===== src/hdl/rpeg_pkg.sv =====
// Package for the RMS and peak energy gate.
// Holds the fixed field widths, the score weights, the register indexes and the sequencer states.
// No dependencies.
`timescale 1ns / 1ps

package rpeg_pkg;

    // Default values of the top level parameters.
    localparam int DEF_MAX_DIM      = 4096;
    localparam int DEF_SAMPLE_WIDTH = 16;

    // Fixed widths of the accumulator and the result fields.
    localparam int SUM_BITS  = 43;
    localparam int OUT_W     = 16;
    localparam int RMS_W     = 16;
    localparam int RMS_BIT_W = 4;
    localparam int SQRT_T_W  = RMS_W + 1;
    localparam int THR_W     = 16;

    localparam logic [SUM_BITS-1:0] SUM_MAX = {SUM_BITS{1'b1}};

    // Score weights in Q0.16: 0.65 for rms and 0.35 for peak.
    localparam logic [15:0] W_RMS  = 16'd42598;
    localparam logic [15:0] W_PEAK = 16'd22938;

    // Rounding of the Q16.16 score down to Q16.0.
    localparam int SCORE_SHIFT = 16;
    localparam int SCORE_ROUND = 32768;

    // Configuration port.
    localparam int CFG_IDX_W  = 2;
    localparam int CFG_DATA_W = 16;

    localparam logic [CFG_IDX_W-1:0] CFG_GATE_THR = 2'd0;
    localparam logic [CFG_IDX_W-1:0] CFG_DEF_THR  = 2'd1;

    localparam logic [THR_W-1:0] DEF_THR_RESET = 16'd1434;

    // Sequencer states.
    typedef enum logic [3:0] {
        ST_IDLE,
        ST_SQUARE,
        ST_ACCUM,
        ST_DIV,
        ST_SQ_MUL,
        ST_SQ_CMP,
        ST_SC_RMS,
        ST_SC_PEAK,
        ST_SC_ADD,
        ST_FINISH
    } state_t;

endpackage


===== src/hdl/rms_peak_energy_gate.sv =====
// RMS and peak energy gate: top level with the sequencer, the shared multiplier
// and the bit-serial divider. Depends on rpeg_pkg.
// An element passes through accept, square and accumulate before ready returns.
// After the last element of a vector the result beat follows 45 divider steps,
// 16 root trials on the shared multiplier (multiply, then compare) and the score states.
// The result sits in an output register, so the next vector is taken while it waits.
// Reset (aresetn low, synchronous) clears the sums, the state and the output valid.
`timescale 1ns / 1ps

module rms_peak_energy_gate import rpeg_pkg::*; #(
    parameter int MAX_DIM      = DEF_MAX_DIM,
    parameter int SAMPLE_WIDTH = DEF_SAMPLE_WIDTH
) (
    input  logic                          aclk,
    input  logic                          aresetn,
    // Configuration write port.
    input  logic                          cfg_wr_en,
    input  logic [CFG_IDX_W-1:0]          cfg_index,
    input  logic [CFG_DATA_W-1:0]         cfg_wdata,
    // Element input channel.
    input  logic                          s_valid,
    output logic                          s_ready,
    input  logic signed [SAMPLE_WIDTH-1:0] s_sample,
    input  logic                          s_last,
    // Result channel.
    output logic                          m_valid,
    input  logic                          m_ready,
    output logic                          m_fire,
    output logic [OUT_W-1:0]              m_rms_value,
    output logic [OUT_W-1:0]              m_peak_value,
    output logic [OUT_W-1:0]              m_score
);

    localparam int MUL_W     = (SAMPLE_WIDTH > SQRT_T_W) ? SAMPLE_WIDTH : SQRT_T_W;
    localparam int PROD_W    = 2 * MUL_W;
    localparam int ACC_W     = PROD_W + 1;
    localparam int CNT_W     = $clog2(MAX_DIM + 1);
    localparam int DIV_W     = SUM_BITS + 2;
    localparam int DIV_CNT_W = $clog2(DIV_W);
    localparam int SUMX_W    = ((SUM_BITS > PROD_W) ? SUM_BITS : PROD_W) + 1;
    localparam int QX_W      = (DIV_W > PROD_W) ? DIV_W : PROD_W;
    localparam int PK_EXT_W  = (SAMPLE_WIDTH > OUT_W) ? SAMPLE_WIDTH : OUT_W;

    state_t state_reg, state_next;

    logic [THR_W-1:0]        stored_thr_reg;
    logic [THR_W-1:0]        def_thr_reg;

    logic [SAMPLE_WIDTH-1:0] mag_reg, mag_next;
    logic                    last_reg, last_next;
    logic [SUM_BITS-1:0]     sum_reg, sum_next;
    logic [SAMPLE_WIDTH-1:0] peak_reg, peak_next;
    logic [CNT_W-1:0]        cnt_reg, cnt_next;

    logic [PROD_W-1:0]       prod_reg, prod_next;
    logic [ACC_W-1:0]        acc_reg, acc_next;
    logic [DIV_W-1:0]        dq_reg, dq_next;
    logic [CNT_W-1:0]        rem_reg, rem_next;
    logic [DIV_CNT_W-1:0]    div_cnt_reg, div_cnt_next;
    logic [RMS_W-1:0]        r_reg, r_next;
    logic [RMS_BIT_W-1:0]    bit_reg, bit_next;

    logic                    m_valid_reg, m_valid_next;
    logic                    fire_reg, fire_next;
    logic [OUT_W-1:0]        rms_out_reg, rms_out_next;
    logic [OUT_W-1:0]        peak_out_reg, peak_out_next;
    logic [OUT_W-1:0]        score_reg, score_next;

    // Shared multiplier operands and product.
    logic [MUL_W-1:0]        mul_a, mul_b;
    logic [PROD_W-1:0]       mul_p;

    logic [SAMPLE_WIDTH-1:0] s_mag;
    logic [SUMX_W-1:0]       sum_wide;
    logic [SUM_BITS-1:0]     sum_sat;
    logic [CNT_W:0]          rem_shift;
    logic [CNT_W:0]          cnt_ext;
    logic [RMS_W-1:0]        cand;
    logic [SQRT_T_W-1:0]     trial;
    logic [THR_W-1:0]        thr;
    logic [ACC_W:0]          acc_rnd;
    logic [ACC_W:0]          sc_wide;
    logic [PK_EXT_W-1:0]     peak_ext;
    logic                    out_free;

    assign s_ready      = (state_reg == ST_IDLE);
    assign m_valid      = m_valid_reg;
    assign m_fire       = fire_reg;
    assign m_rms_value  = rms_out_reg;
    assign m_peak_value = peak_out_reg;
    assign m_score      = score_reg;

    // Magnitude of the incoming sample; negative full scale maps to 2^(w-1).
    assign s_mag = s_sample[SAMPLE_WIDTH-1] ? SAMPLE_WIDTH'(~s_sample + 1'b1)
                                            : SAMPLE_WIDTH'(s_sample);

    // Saturating add of the registered square into the sum of squares.
    assign sum_wide = SUMX_W'(sum_reg) + SUMX_W'(prod_reg);
    assign sum_sat  = (sum_wide > SUMX_W'(SUM_MAX)) ? SUM_MAX : sum_wide[SUM_BITS-1:0];

    // One restoring division step: bring down the next dividend bit.
    assign rem_shift = {rem_reg, dq_reg[DIV_W-1]};
    assign cnt_ext   = {1'b0, cnt_reg};

    // Root trial: candidate with the current bit set, tested as (2c-1)^2 <= 4*sum/count.
    assign cand  = r_reg | (RMS_W'(1) << bit_reg);
    assign trial = {cand, 1'b0} - SQRT_T_W'(1);

    // Active threshold and rounded score.
    assign thr     = (stored_thr_reg != '0) ? stored_thr_reg : def_thr_reg;
    assign acc_rnd = (ACC_W + 1)'(acc_reg) + (ACC_W + 1)'(SCORE_ROUND);
    assign sc_wide = acc_rnd >> SCORE_SHIFT;

    assign peak_ext = PK_EXT_W'(peak_reg);
    assign out_free = !m_valid_reg || m_ready;

    // Shared multiplier.
    assign mul_p = PROD_W'(mul_a) * PROD_W'(mul_b);

    // Configuration registers.
    always_ff @(posedge aclk) begin
        if (!aresetn) begin
            stored_thr_reg <= '0;
            def_thr_reg    <= DEF_THR_RESET;
        end else if (cfg_wr_en) begin
            case (cfg_index)
                CFG_GATE_THR: stored_thr_reg <= cfg_wdata[THR_W-1:0];
                CFG_DEF_THR:  def_thr_reg    <= cfg_wdata[THR_W-1:0];
                default: ;
            endcase
        end
    end

    // State and control registers.
    always_ff @(posedge aclk) begin
        if (!aresetn) begin
            state_reg   <= ST_IDLE;
            sum_reg     <= '0;
            peak_reg    <= '0;
            cnt_reg     <= '0;
            m_valid_reg <= 1'b0;
            div_cnt_reg <= '0;
            bit_reg     <= '0;
        end else begin
            state_reg   <= state_next;
            sum_reg     <= sum_next;
            peak_reg    <= peak_next;
            cnt_reg     <= cnt_next;
            m_valid_reg <= m_valid_next;
            div_cnt_reg <= div_cnt_next;
            bit_reg     <= bit_next;
        end
    end

    // Datapath registers.
    always_ff @(posedge aclk) begin
        mag_reg      <= mag_next;
        last_reg     <= last_next;
        prod_reg     <= prod_next;
        acc_reg      <= acc_next;
        dq_reg       <= dq_next;
        rem_reg      <= rem_next;
        r_reg        <= r_next;
        fire_reg     <= fire_next;
        rms_out_reg  <= rms_out_next;
        peak_out_reg <= peak_out_next;
        score_reg    <= score_next;
    end

    // Sequencer: next state, operand selection and register updates.
    always_comb begin
        state_next    = state_reg;
        mag_next      = mag_reg;
        last_next     = last_reg;
        sum_next      = sum_reg;
        peak_next     = peak_reg;
        cnt_next      = cnt_reg;
        prod_next     = prod_reg;
        acc_next      = acc_reg;
        dq_next       = dq_reg;
        rem_next      = rem_reg;
        div_cnt_next  = div_cnt_reg;
        r_next        = r_reg;
        bit_next      = bit_reg;
        m_valid_next  = m_valid_reg;
        fire_next     = fire_reg;
        rms_out_next  = rms_out_reg;
        peak_out_next = peak_out_reg;
        score_next    = score_reg;
        mul_a         = MUL_W'(mag_reg);
        mul_b         = MUL_W'(mag_reg);

        // The result beat leaves when the sink takes it.
        if (m_valid_reg && m_ready) begin
            m_valid_next = 1'b0;
        end

        case (state_reg)
            ST_IDLE: begin
                if (s_valid) begin
                    mag_next   = s_mag;
                    last_next  = s_last;
                    state_next = ST_SQUARE;
                end
            end

            // Square the magnitude.
            ST_SQUARE: begin
                prod_next  = mul_p;
                state_next = ST_ACCUM;
            end

            // Fold the element into the vector state; start the division on the last one.
            ST_ACCUM: begin
                sum_next = sum_sat;
                if (mag_reg > peak_reg) begin
                    peak_next = mag_reg;
                end
                if (cnt_reg < CNT_W'(MAX_DIM)) begin
                    cnt_next = cnt_reg + CNT_W'(1);
                end
                if (last_reg) begin
                    dq_next      = {sum_sat, 2'b00};
                    rem_next     = '0;
                    div_cnt_next = '0;
                    state_next   = ST_DIV;
                end else begin
                    state_next = ST_IDLE;
                end
            end

            // Bit-serial division of 4*sum by the count; quotient collects in dq.
            ST_DIV: begin
                if (rem_shift >= cnt_ext) begin
                    rem_next = CNT_W'(rem_shift - cnt_ext);
                    dq_next  = {dq_reg[DIV_W-2:0], 1'b1};
                end else begin
                    rem_next = rem_shift[CNT_W-1:0];
                    dq_next  = {dq_reg[DIV_W-2:0], 1'b0};
                end
                if (div_cnt_reg == DIV_CNT_W'(DIV_W - 1)) begin
                    r_next     = '0;
                    bit_next   = RMS_BIT_W'(RMS_W - 1);
                    state_next = ST_SQ_MUL;
                end else begin
                    div_cnt_next = div_cnt_reg + DIV_CNT_W'(1);
                end
            end

            // Square the trial value.
            ST_SQ_MUL: begin
                mul_a      = MUL_W'(trial);
                mul_b      = MUL_W'(trial);
                prod_next  = mul_p;
                state_next = ST_SQ_CMP;
            end

            // Keep the bit if the trial square stays within the quotient.
            ST_SQ_CMP: begin
                if (QX_W'(prod_reg) <= QX_W'(dq_reg)) begin
                    r_next = cand;
                end
                if (bit_reg == '0) begin
                    state_next = ST_SC_RMS;
                end else begin
                    bit_next   = bit_reg - RMS_BIT_W'(1);
                    state_next = ST_SQ_MUL;
                end
            end

            // Weighted rms term.
            ST_SC_RMS: begin
                mul_a      = MUL_W'(W_RMS);
                mul_b      = MUL_W'(r_reg);
                prod_next  = mul_p;
                state_next = ST_SC_PEAK;
            end

            // Weighted peak term.
            ST_SC_PEAK: begin
                acc_next   = ACC_W'(prod_reg);
                mul_a      = MUL_W'(W_PEAK);
                mul_b      = MUL_W'(peak_reg);
                prod_next  = mul_p;
                state_next = ST_SC_ADD;
            end

            ST_SC_ADD: begin
                acc_next   = acc_reg + ACC_W'(prod_reg);
                state_next = ST_FINISH;
            end

            // Load the result register once it is free, then clear for the next vector.
            ST_FINISH: begin
                if (out_free) begin
                    m_valid_next  = 1'b1;
                    fire_next     = (acc_reg > ACC_W'({thr, 16'b0}));
                    rms_out_next  = r_reg;
                    peak_out_next = peak_ext[OUT_W-1:0];
                    score_next    = (sc_wide > (ACC_W + 1)'({OUT_W{1'b1}})) ? {OUT_W{1'b1}}
                                                                          : sc_wide[OUT_W-1:0];
                    sum_next      = '0;
                    peak_next     = '0;
                    cnt_next      = '0;
                    state_next    = ST_IDLE;
                end
            end

            default: begin
                state_next = ST_IDLE;
            end
        endcase
    end

endmodule


===== config.mk =====
export PLATFORM = sky130hd
export DESIGN_NAME = rms_peak_energy_gate
export DESIGN_NICKNAME = d
export VERILOG_FILES = /design/src/hdl/rpeg_pkg.sv /design/src/hdl/rms_peak_energy_gate.sv
export SDC_FILE = /design/constraint.sdc
export NUM_CORES = 2
export LEC_CHECK = 0
export ABC_CLOCK_PERIOD_IN_PS = 12100
export BUFFER_PORTS_ARGS = -buffer_cell sky130_fd_sc_hd__buf_2
export CAP_MARGIN = 20
export CORE_ASPECT_RATIO = 0.75
export CORE_MARGIN = 3
export CORE_UTILIZATION = 45
export CTS_CLUSTER_SIZE = 24
export DETAILED_ROUTE_END_ITERATION = 16
export GPL_TIMING_DRIVEN = 0
export SYNTH_ARGS = -nofsm -noshare
export SYNTH_HDL_FRONTEND = slang
export SYNTH_SLANG_ARGS = --single-unit

===== constraint.sdc =====
create_clock -name aclk -period 12.1 [get_ports aclk]
set_input_delay 1.21 -clock aclk [delete_from_list [all_inputs] [get_ports aclk]]
set_output_delay 1.21 -clock aclk [all_outputs]
set_load 0.005 [all_outputs]

# Word level (Yosys, flattened, before mapping)
# Cells that the tools add are included.
# totals
register_bits	328
latch_bits	0
ramBits	0
mem_bits_ro	0
wordCells	123
n_memories	0
# op_classes
addsub	9
multipliers	1
div	0
order_cmp	7
eq_ne	20
n_shift	1
muxes	38
bitwise_logic	2
n_reduce_logical	24
# op_table
cell	count
case mux 17 bit (3 select lines)	2
case mux 45 bit (2 select lines)	1
two-way mux 43 bit	2
case mux 43 bit (2 select lines)	1
two-way mux 16 bit	5
case mux 35 bit (2 select lines)	1
case mux 16 bit (2 select lines)	2
two-way mux 13 bit	4
case mux 13 bit (2 select lines)	2
<= comparator 34 x 45 -> 1 bit	1
two-way mux 45 bit	1
adder 43 x 34 -> 44 bit	1
> comparator 44 x 43 -> 1 bit, second input constant	1
case mux 4 bit (10 select lines)	1
adder 35 x 16 -> 36 bit, second input constant	1
adder 35 x 34 -> 35 bit	1
> comparator 35 x 32 -> 1 bit	1
multiplier 17 x 17 -> 34 bit	1
> comparator 20 x 16 -> 1 bit, second input constant	1
two-way mux 4 bit	5
inequality test 2 bit, second input constant	9
AND reduction 3 bit	6
subtractor 17 x 1 -> 17 bit, second input constant	1
adder 16 x 1 -> 16 bit, second input constant	1
other kinds (31)	50

# Longest topological paths before layout
# logic_depth
depth_word	5
ltp_mapped	36
mapped_depth_nobuf	36

# Least setup slack after synthesis
# Ideal clock, no wire load.
# synth_path
path_kind	register to register
startpoint	reg bit_reg[0]
endpoint	reg prod_reg[32] (data pin)
setup_time_ps	258
arrival_ps	8293
required_ps	11842
path_slack_ps	3549
path_stages_with_launch	35
path_buffers	1
cell_sequence	dfxtp_1 -> inv_1 -> ha_1 -> or2_1 -> a2111oi_2 -> nor4b_4 -> and3_4 -> nand3_1 -> xnor2_1 -> o21ai_0 -> o221a_2 -> clkbuf_1 -> nand2_1 -> fa_1 -> inv_1 -> fa_1 -> inv_1 -> fa_1 -> inv_1 -> fa_1 -> fa_1 -> inv_1 -> fa_1 -> inv_1 -> ha_1 -> a21oi_1 -> nand2_1 -> nor3b_1 -> a21oi_1 -> a221oi_1 -> o41ai_1 -> a21oi_1 -> o21ai_0 -> a21oi_1 -> xnor2_1
# synth_between
elab_chain_len	5
elab_cells_between_ends	6
# synth_rtl
element	line	source
start, declared	rms_peak_energy_gate.sv:61	logic [RMS_BIT_W-1:0] bit_reg, bit_next;
start signal, assigned	rms_peak_energy_gate.sv:151	bit_reg <= bit_next;
<< shifter 1 x 4 -> 16 bit (*)	rms_peak_energy_gate.sv:106	assign cand = r_reg | (RMS_W'(1) << bit_reg);
bitwise OR 16 bit (*)	rms_peak_energy_gate.sv:106	
subtractor 17 x 1 -> 17 bit (*)	rms_peak_energy_gate.sv:107	assign trial = {cand, 1'b0} - SQRT_T_W'(1);
case mux 17 bit (3 select lines)	rms_peak_energy_gate.sv:198	case (state_reg)
multiplier 17 x 17 -> 34 bit (*)	rms_peak_energy_gate.sv:118	assign mul_p = PROD_W'(mul_a) * PROD_W'(mul_b);
via mul_p[32]	rms_peak_energy_gate.sv:71	logic [PROD_W-1:0] mul_p;
end signal, assigned	rms_peak_energy_gate.sv:159	prod_reg <= prod_next;
end, declared	rms_peak_energy_gate.sv:55	logic [PROD_W-1:0] prod_reg, prod_next;
# The timed path passes the listed nets; every way through them passes the cells marked *.
# A chain may end at the register's enable or synchronous reset.

# Worst setup path after layout
# Ends and elaborated chain as after synthesis.

==> tab_implementation.tex <==
\begin{tabular}{lr}
\hline
Metric & Value \\
\hline
\multicolumn{2}{l}{\textbf{Placed design}} \\
\quad DPL Wire Length & 75,700 µm \\
\quad Gp weighted congestion & 1.10 \\
\quad Worst Setup Slack post-DPL & 1330 ps \\
\quad Number of buffers added on ports & 90 \\
\multicolumn{2}{l}{\textbf{STA}} \\
\quad Hold WS & 466 ps \\
\quad Transition time at the pin with the least slew margin & 1110 ps \\
\quad Fin. max-slew vios & 0 \\
\quad Final sum of negative setup slack & 0 ps \\
\quad RSZ-0062 raised after global routing & no \\
\quad Minimum clock period after layout & 11,190 ps \\
\quad Post-Route Skew & 47.1 ps \\
\quad Finish-stage setup viols & 0 \\
\quad Final hold violation count & 0 \\
\quad Worst relative slew slack & 0.254 \\
\quad Period Utilization, post-route & 0.925 \\
\quad Worst Setup Slack, final & 910 ps \\
\quad Highest Clock Rate & 0.0894 GHz \\
\multicolumn{2}{l}{\textbf{Critical path}} \\
\quad Slowest cell delay on critical path & 850 ps \\
\quad Slowest CP cell & sky130\_fd\_sc\_hd\_\_a221oi\_1 \\
\quad Required time of the worst setup path & 12,410 ps \\
\quad Arrival @ worst endpoint & 11,500 ps \\
\quad Type of element capturing the critical path & flop \\
\quad Maximum fanout along the worst path & 10 \\
\quad Worst path top cell family by delay & adder cells \\
\quad Category of the worst setup path launch point & flop \\
\quad Critical path buffers and inverters & 5 \\
\quad Cell count along the critical path & 32 \\
\quad Most frequent cell on the critical path & sky130\_fd\_sc\_hd\_\_fa\_1 \\
\quad Critical Setup Path Class & reg -> reg \\
\quad Number of cell instances on the worst register-to-register path & 32 \\
\multicolumn{2}{l}{\textbf{Synth}} \\
\quad Number of warnings reported in the yosys synthesis log & 0 \\
\quad Fraction of the yosys area taken by sequential cells & 0.295 \\
\quad Unique cell type count in the Yosys netlist & 88 \\
\quad Avg Synthesized Cell Area & 8.97 µm² \\
\quad Post-synthesis cell area & 29,400 µm² \\
\quad Dominant cell type by area after synthesis & sky130\_fd\_sc\_hd\_\_edfxtp\_1 \\
\quad Fraction of synthesis flops using an asynchronous set or reset pin & 0 \\
\quad Largest cells by area after synthesis & sky130\_fd\_sc\_hd\_\_edfxtp\_1, sky130\_fd\_sc\_hd\_\_fa\_1, sky130\_fd\_sc\_hd\_\_ha\_1 \\
\quad Synthesized netlist net count & 3,807 \\
\quad Most used flip-flop cell after synthesis & sky130\_fd\_sc\_hd\_\_edfxtp\_1 \\
\quad Top cell type's share of synthesized area & 0.214 \\
\quad Post-synthesis sequential element count & 328 \\
\quad Post-synth EDFFs & 209 \\
\quad Gate Count Post-Synth & 3,274 \\
\multicolumn{2}{l}{\textbf{Global routing}} \\
\quad GRT Resource Usage Total & 0.275 \\
\quad Remaining global-route overflow & 0 \\
\quad Vias in the first global route & 24,300 \\
\quad Wire length of the first global-routing pass & 144,000 µm \\
\quad Largest net degree at the start of global routing & 59 \\
\quad Number of antenna violations at the first check in global routing & 0 \\
\multicolumn{2}{l}{\textbf{Job}} \\
\quad Number of maximum-capacitance violations & 0 \\
\multicolumn{2}{l}{\textbf{Floorplan}} \\
\quad Placeable core region & 64,100 µm² \\
\quad Number of top-level design ports & 91 \\
\quad Core Rows & 80 \\
\quad Initial cell density of the core & 0.459 \\
\quad X dimension of the die & 301 µm \\
\quad Die Outline Area & 68,400 µm² \\
\quad Height of the chip & 227 µm \\
\multicolumn{2}{l}{\textbf{Clocking}} \\
\quad Clock tree from TritonCTS & built \\
\quad Post\_cts resized & 0 \\
\quad Level count of the clock H-tree & 2 \\
\quad Max Buffers Root-to-Sink & 3 \\
\quad Post-CTS clock slew at the launch and capture registers of the worst setup and hold paths & 60 ps \\
\quad CTS root buffer & sky130\_fd\_sc\_hd\_\_clkbuf\_16 \\
\quad Clock latency of the later-clocked register in the worst-skew pair & 590 ps \\
\quad CTS buffer count & 39 \\
\quad Buffer count from post-CTS setup fixing & 0 \\
\quad Number of hold buffers added after CTS & 0 \\
\quad Clock net sink count & 328 \\
\multicolumn{2}{l}{\textbf{Drt}} \\
\quad Total wire length & 94,100 µm \\
\quad Total DRC errors in the routed layout & 0 \\
\quad Initial detailed-routing violation count & 2,232 \\
\quad Antenna viol nets, final & 0 \\
\quad Per-cell routed wire length & 21.9 µm \\
\quad Detailed Routing Iterations Pass 1 & 6 \\
\quad Number of vias in the routed layout & 24,900 \\
\quad Mean number of vias per cell & 5.80 \\
\multicolumn{2}{l}{\textbf{Finish}} \\
\quad P\&R area growth vs syn & 10.2\% \\
\quad Proportion of layout cells with a drive suffix above 1 & 0.0642 \\
\quad Number of diodes added for antenna fixing & 0 \\
\quad Fill cells & 6,060 \\
\quad Most frequent cells in the layout & sky130\_fd\_sc\_hd\_\_nand2\_1, sky130\_fd\_sc\_hd\_\_inv\_1, sky130\_fd\_sc\_hd\_\_nor2\_1 \\
\quad Nets@finish & 3,944 \\
\quad Most common cell after layout, fill and taps aside & sky130\_fd\_sc\_hd\_\_nand2\_1 \\
\quad Max reg flops & 45 \\
\multicolumn{2}{l}{\textbf{Hold path}} \\
\quad Hold Path Class & reg -> reg \\
\quad Cell count of the worst hold path & 0 \\
\multicolumn{2}{l}{\textbf{Status}} \\
\quad Outcome & finished, final reports clean \\
\hline
\end{tabular}
-- path summary, 6_finish.rpt --
check              startpoint               to  slack (ps)
setup / recovery   bit_reg[0]     prod_reg[32]         910
hold / removal    peak_ext[9]  m_peak_value[9]         470
setup reg to reg   bit_reg[0]     prod_reg[32]         910
hold reg to reg   peak_ext[9]  m_peak_value[9]         470
-- kinds of logic (layout without fill, tap and decap cells) --
| group | Yosys count | in the layout | share of synthesized area |
|---|---|---|---|
| XOR/XNOR | 160 | 160 | 0.0480 |
| AND/OR/NAND/NOR | 1103 | 1103 | 0.172 |
| adder cells (fa/ha/maj) | 493 | 493 | 0.268 |
| multiplexers | 35 | 35 | 0.0120 |
| flip-flops | 328 | 328 | 0.295 |
| buffers and inverters | 497 | 665 | 0.0653 |
| AO/OA/AOI/OAI | 658 | 658 | 0.140 |
-- synth_stat cells, types with 4 or more instances --
| cell type | instances |
|---|---|
| sky130_fd_sc_hd__a21o_1 | 50 |
| sky130_fd_sc_hd__a221oi_1 | 8 |
| sky130_fd_sc_hd__a21boi_0 | 34 |
| sky130_fd_sc_hd__nand3_1 | 88 |
| sky130_fd_sc_hd__o31ai_1 | 13 |
| sky130_fd_sc_hd__nor2b_1 | 36 |
| sky130_fd_sc_hd__nor4_1 | 17 |
| sky130_fd_sc_hd__a31oi_1 | 41 |
| sky130_fd_sc_hd__dfxtp_1 | 119 |
| sky130_fd_sc_hd__a31o_2 | 4 |
| sky130_fd_sc_hd__or3_1 | 17 |
| sky130_fd_sc_hd__or2_2 | 9 |
| sky130_fd_sc_hd__fa_1 | 227 |
| sky130_fd_sc_hd__edfxtp_1 | 209 |
| sky130_fd_sc_hd__buf_2 | 14 |
| sky130_fd_sc_hd__o21ai_0 | 156 |
| sky130_fd_sc_hd__nand2b_1 | 31 |
| sky130_fd_sc_hd__o21bai_1 | 19 |
| sky130_fd_sc_hd__and2_1 | 66 |
| sky130_fd_sc_hd__nand2_1 | 439 |
| sky130_fd_sc_hd__a22o_1 | 4 |
| sky130_fd_sc_hd__nor3b_1 | 5 |
| sky130_fd_sc_hd__mux2i_1 | 33 |
| sky130_fd_sc_hd__o21ai_1 | 10 |
| sky130_fd_sc_hd__o21a_1 | 29 |
| sky130_fd_sc_hd__inv_1 | 374 |
| sky130_fd_sc_hd__nor3_1 | 41 |
| sky130_fd_sc_hd__and3_1 | 19 |
| sky130_fd_sc_hd__nor2_1 | 271 |
| sky130_fd_sc_hd__ha_1 | 266 |
| sky130_fd_sc_hd__a211oi_1 | 15 |
| sky130_fd_sc_hd__clkbuf_1 | 96 |
| sky130_fd_sc_hd__and4_1 | 4 |
| sky130_fd_sc_hd__buf_1 | 5 |
| sky130_fd_sc_hd__xor2_1 | 59 |
| sky130_fd_sc_hd__nand4_1 | 37 |
| sky130_fd_sc_hd__o211a_1 | 4 |
| sky130_fd_sc_hd__a21oi_1 | 201 |
| sky130_fd_sc_hd__o22a_1 | 13 |
| sky130_fd_sc_hd__xnor2_1 | 100 |
| sky130_fd_sc_hd__o22ai_1 | 10 |
| sky130_fd_sc_hd__o211ai_1 | 4 |
-- stage by stage --
stage | area, µm² | std cells | util
after floorplan | 29400 | 3274 | -
after detailed placement | 31000 | 4230 | 0.484
after global routing | 32400 | 4303 | 0.505
after global placement | 30900 | 4225 | 0.482
after CTS | 32400 | 4302 | 0.505
final | 32400 | 4303 | 0.505
-- layer usage --
metal,vias to the layer above,wire length [µm],GRT usage
li1,11400,-,-
met4,0,1550,0.0493
met1,12400,43000,0.407
met5,-,0,0
met2,1052,39300,0.406
met3,115,10200,0.0742
-- worst register-to-register path, delay by kind of cell (launching register included) --
family	cells	cell delay [ps]
buf+inv	5	820
simple gates	6	1510
fa+ha+maj	9	4270
flops	1	410
compound gates	10	3640
xor+xnor	2	230
-- layout make-up --
| cell class | count | area [µm²] | share of cell area |
|---|---|---|---|
| Inverter | 376 | 1410 | 0.0436 |
| Timing Repair Buffer | 96 | 537 | 0.0166 |
| Buffer | 121 | 505 | 0.0156 |
| Clock buffer | 51 | 1060 | 0.0328 |
| Clock inverter | 21 | 292 | 0.00900 |
| Tap cell | 861 | 1080 | 0.0333 |
| Sequential cell | 328 | 8660 | 0.267 |
| Multi-Input combinational cell | 2449 | 18800 | 0.582 |
Power is left out: the tool's default activity adds up to more than one toggle a clock period on the data nets, which glitch-free logic cannot reach.
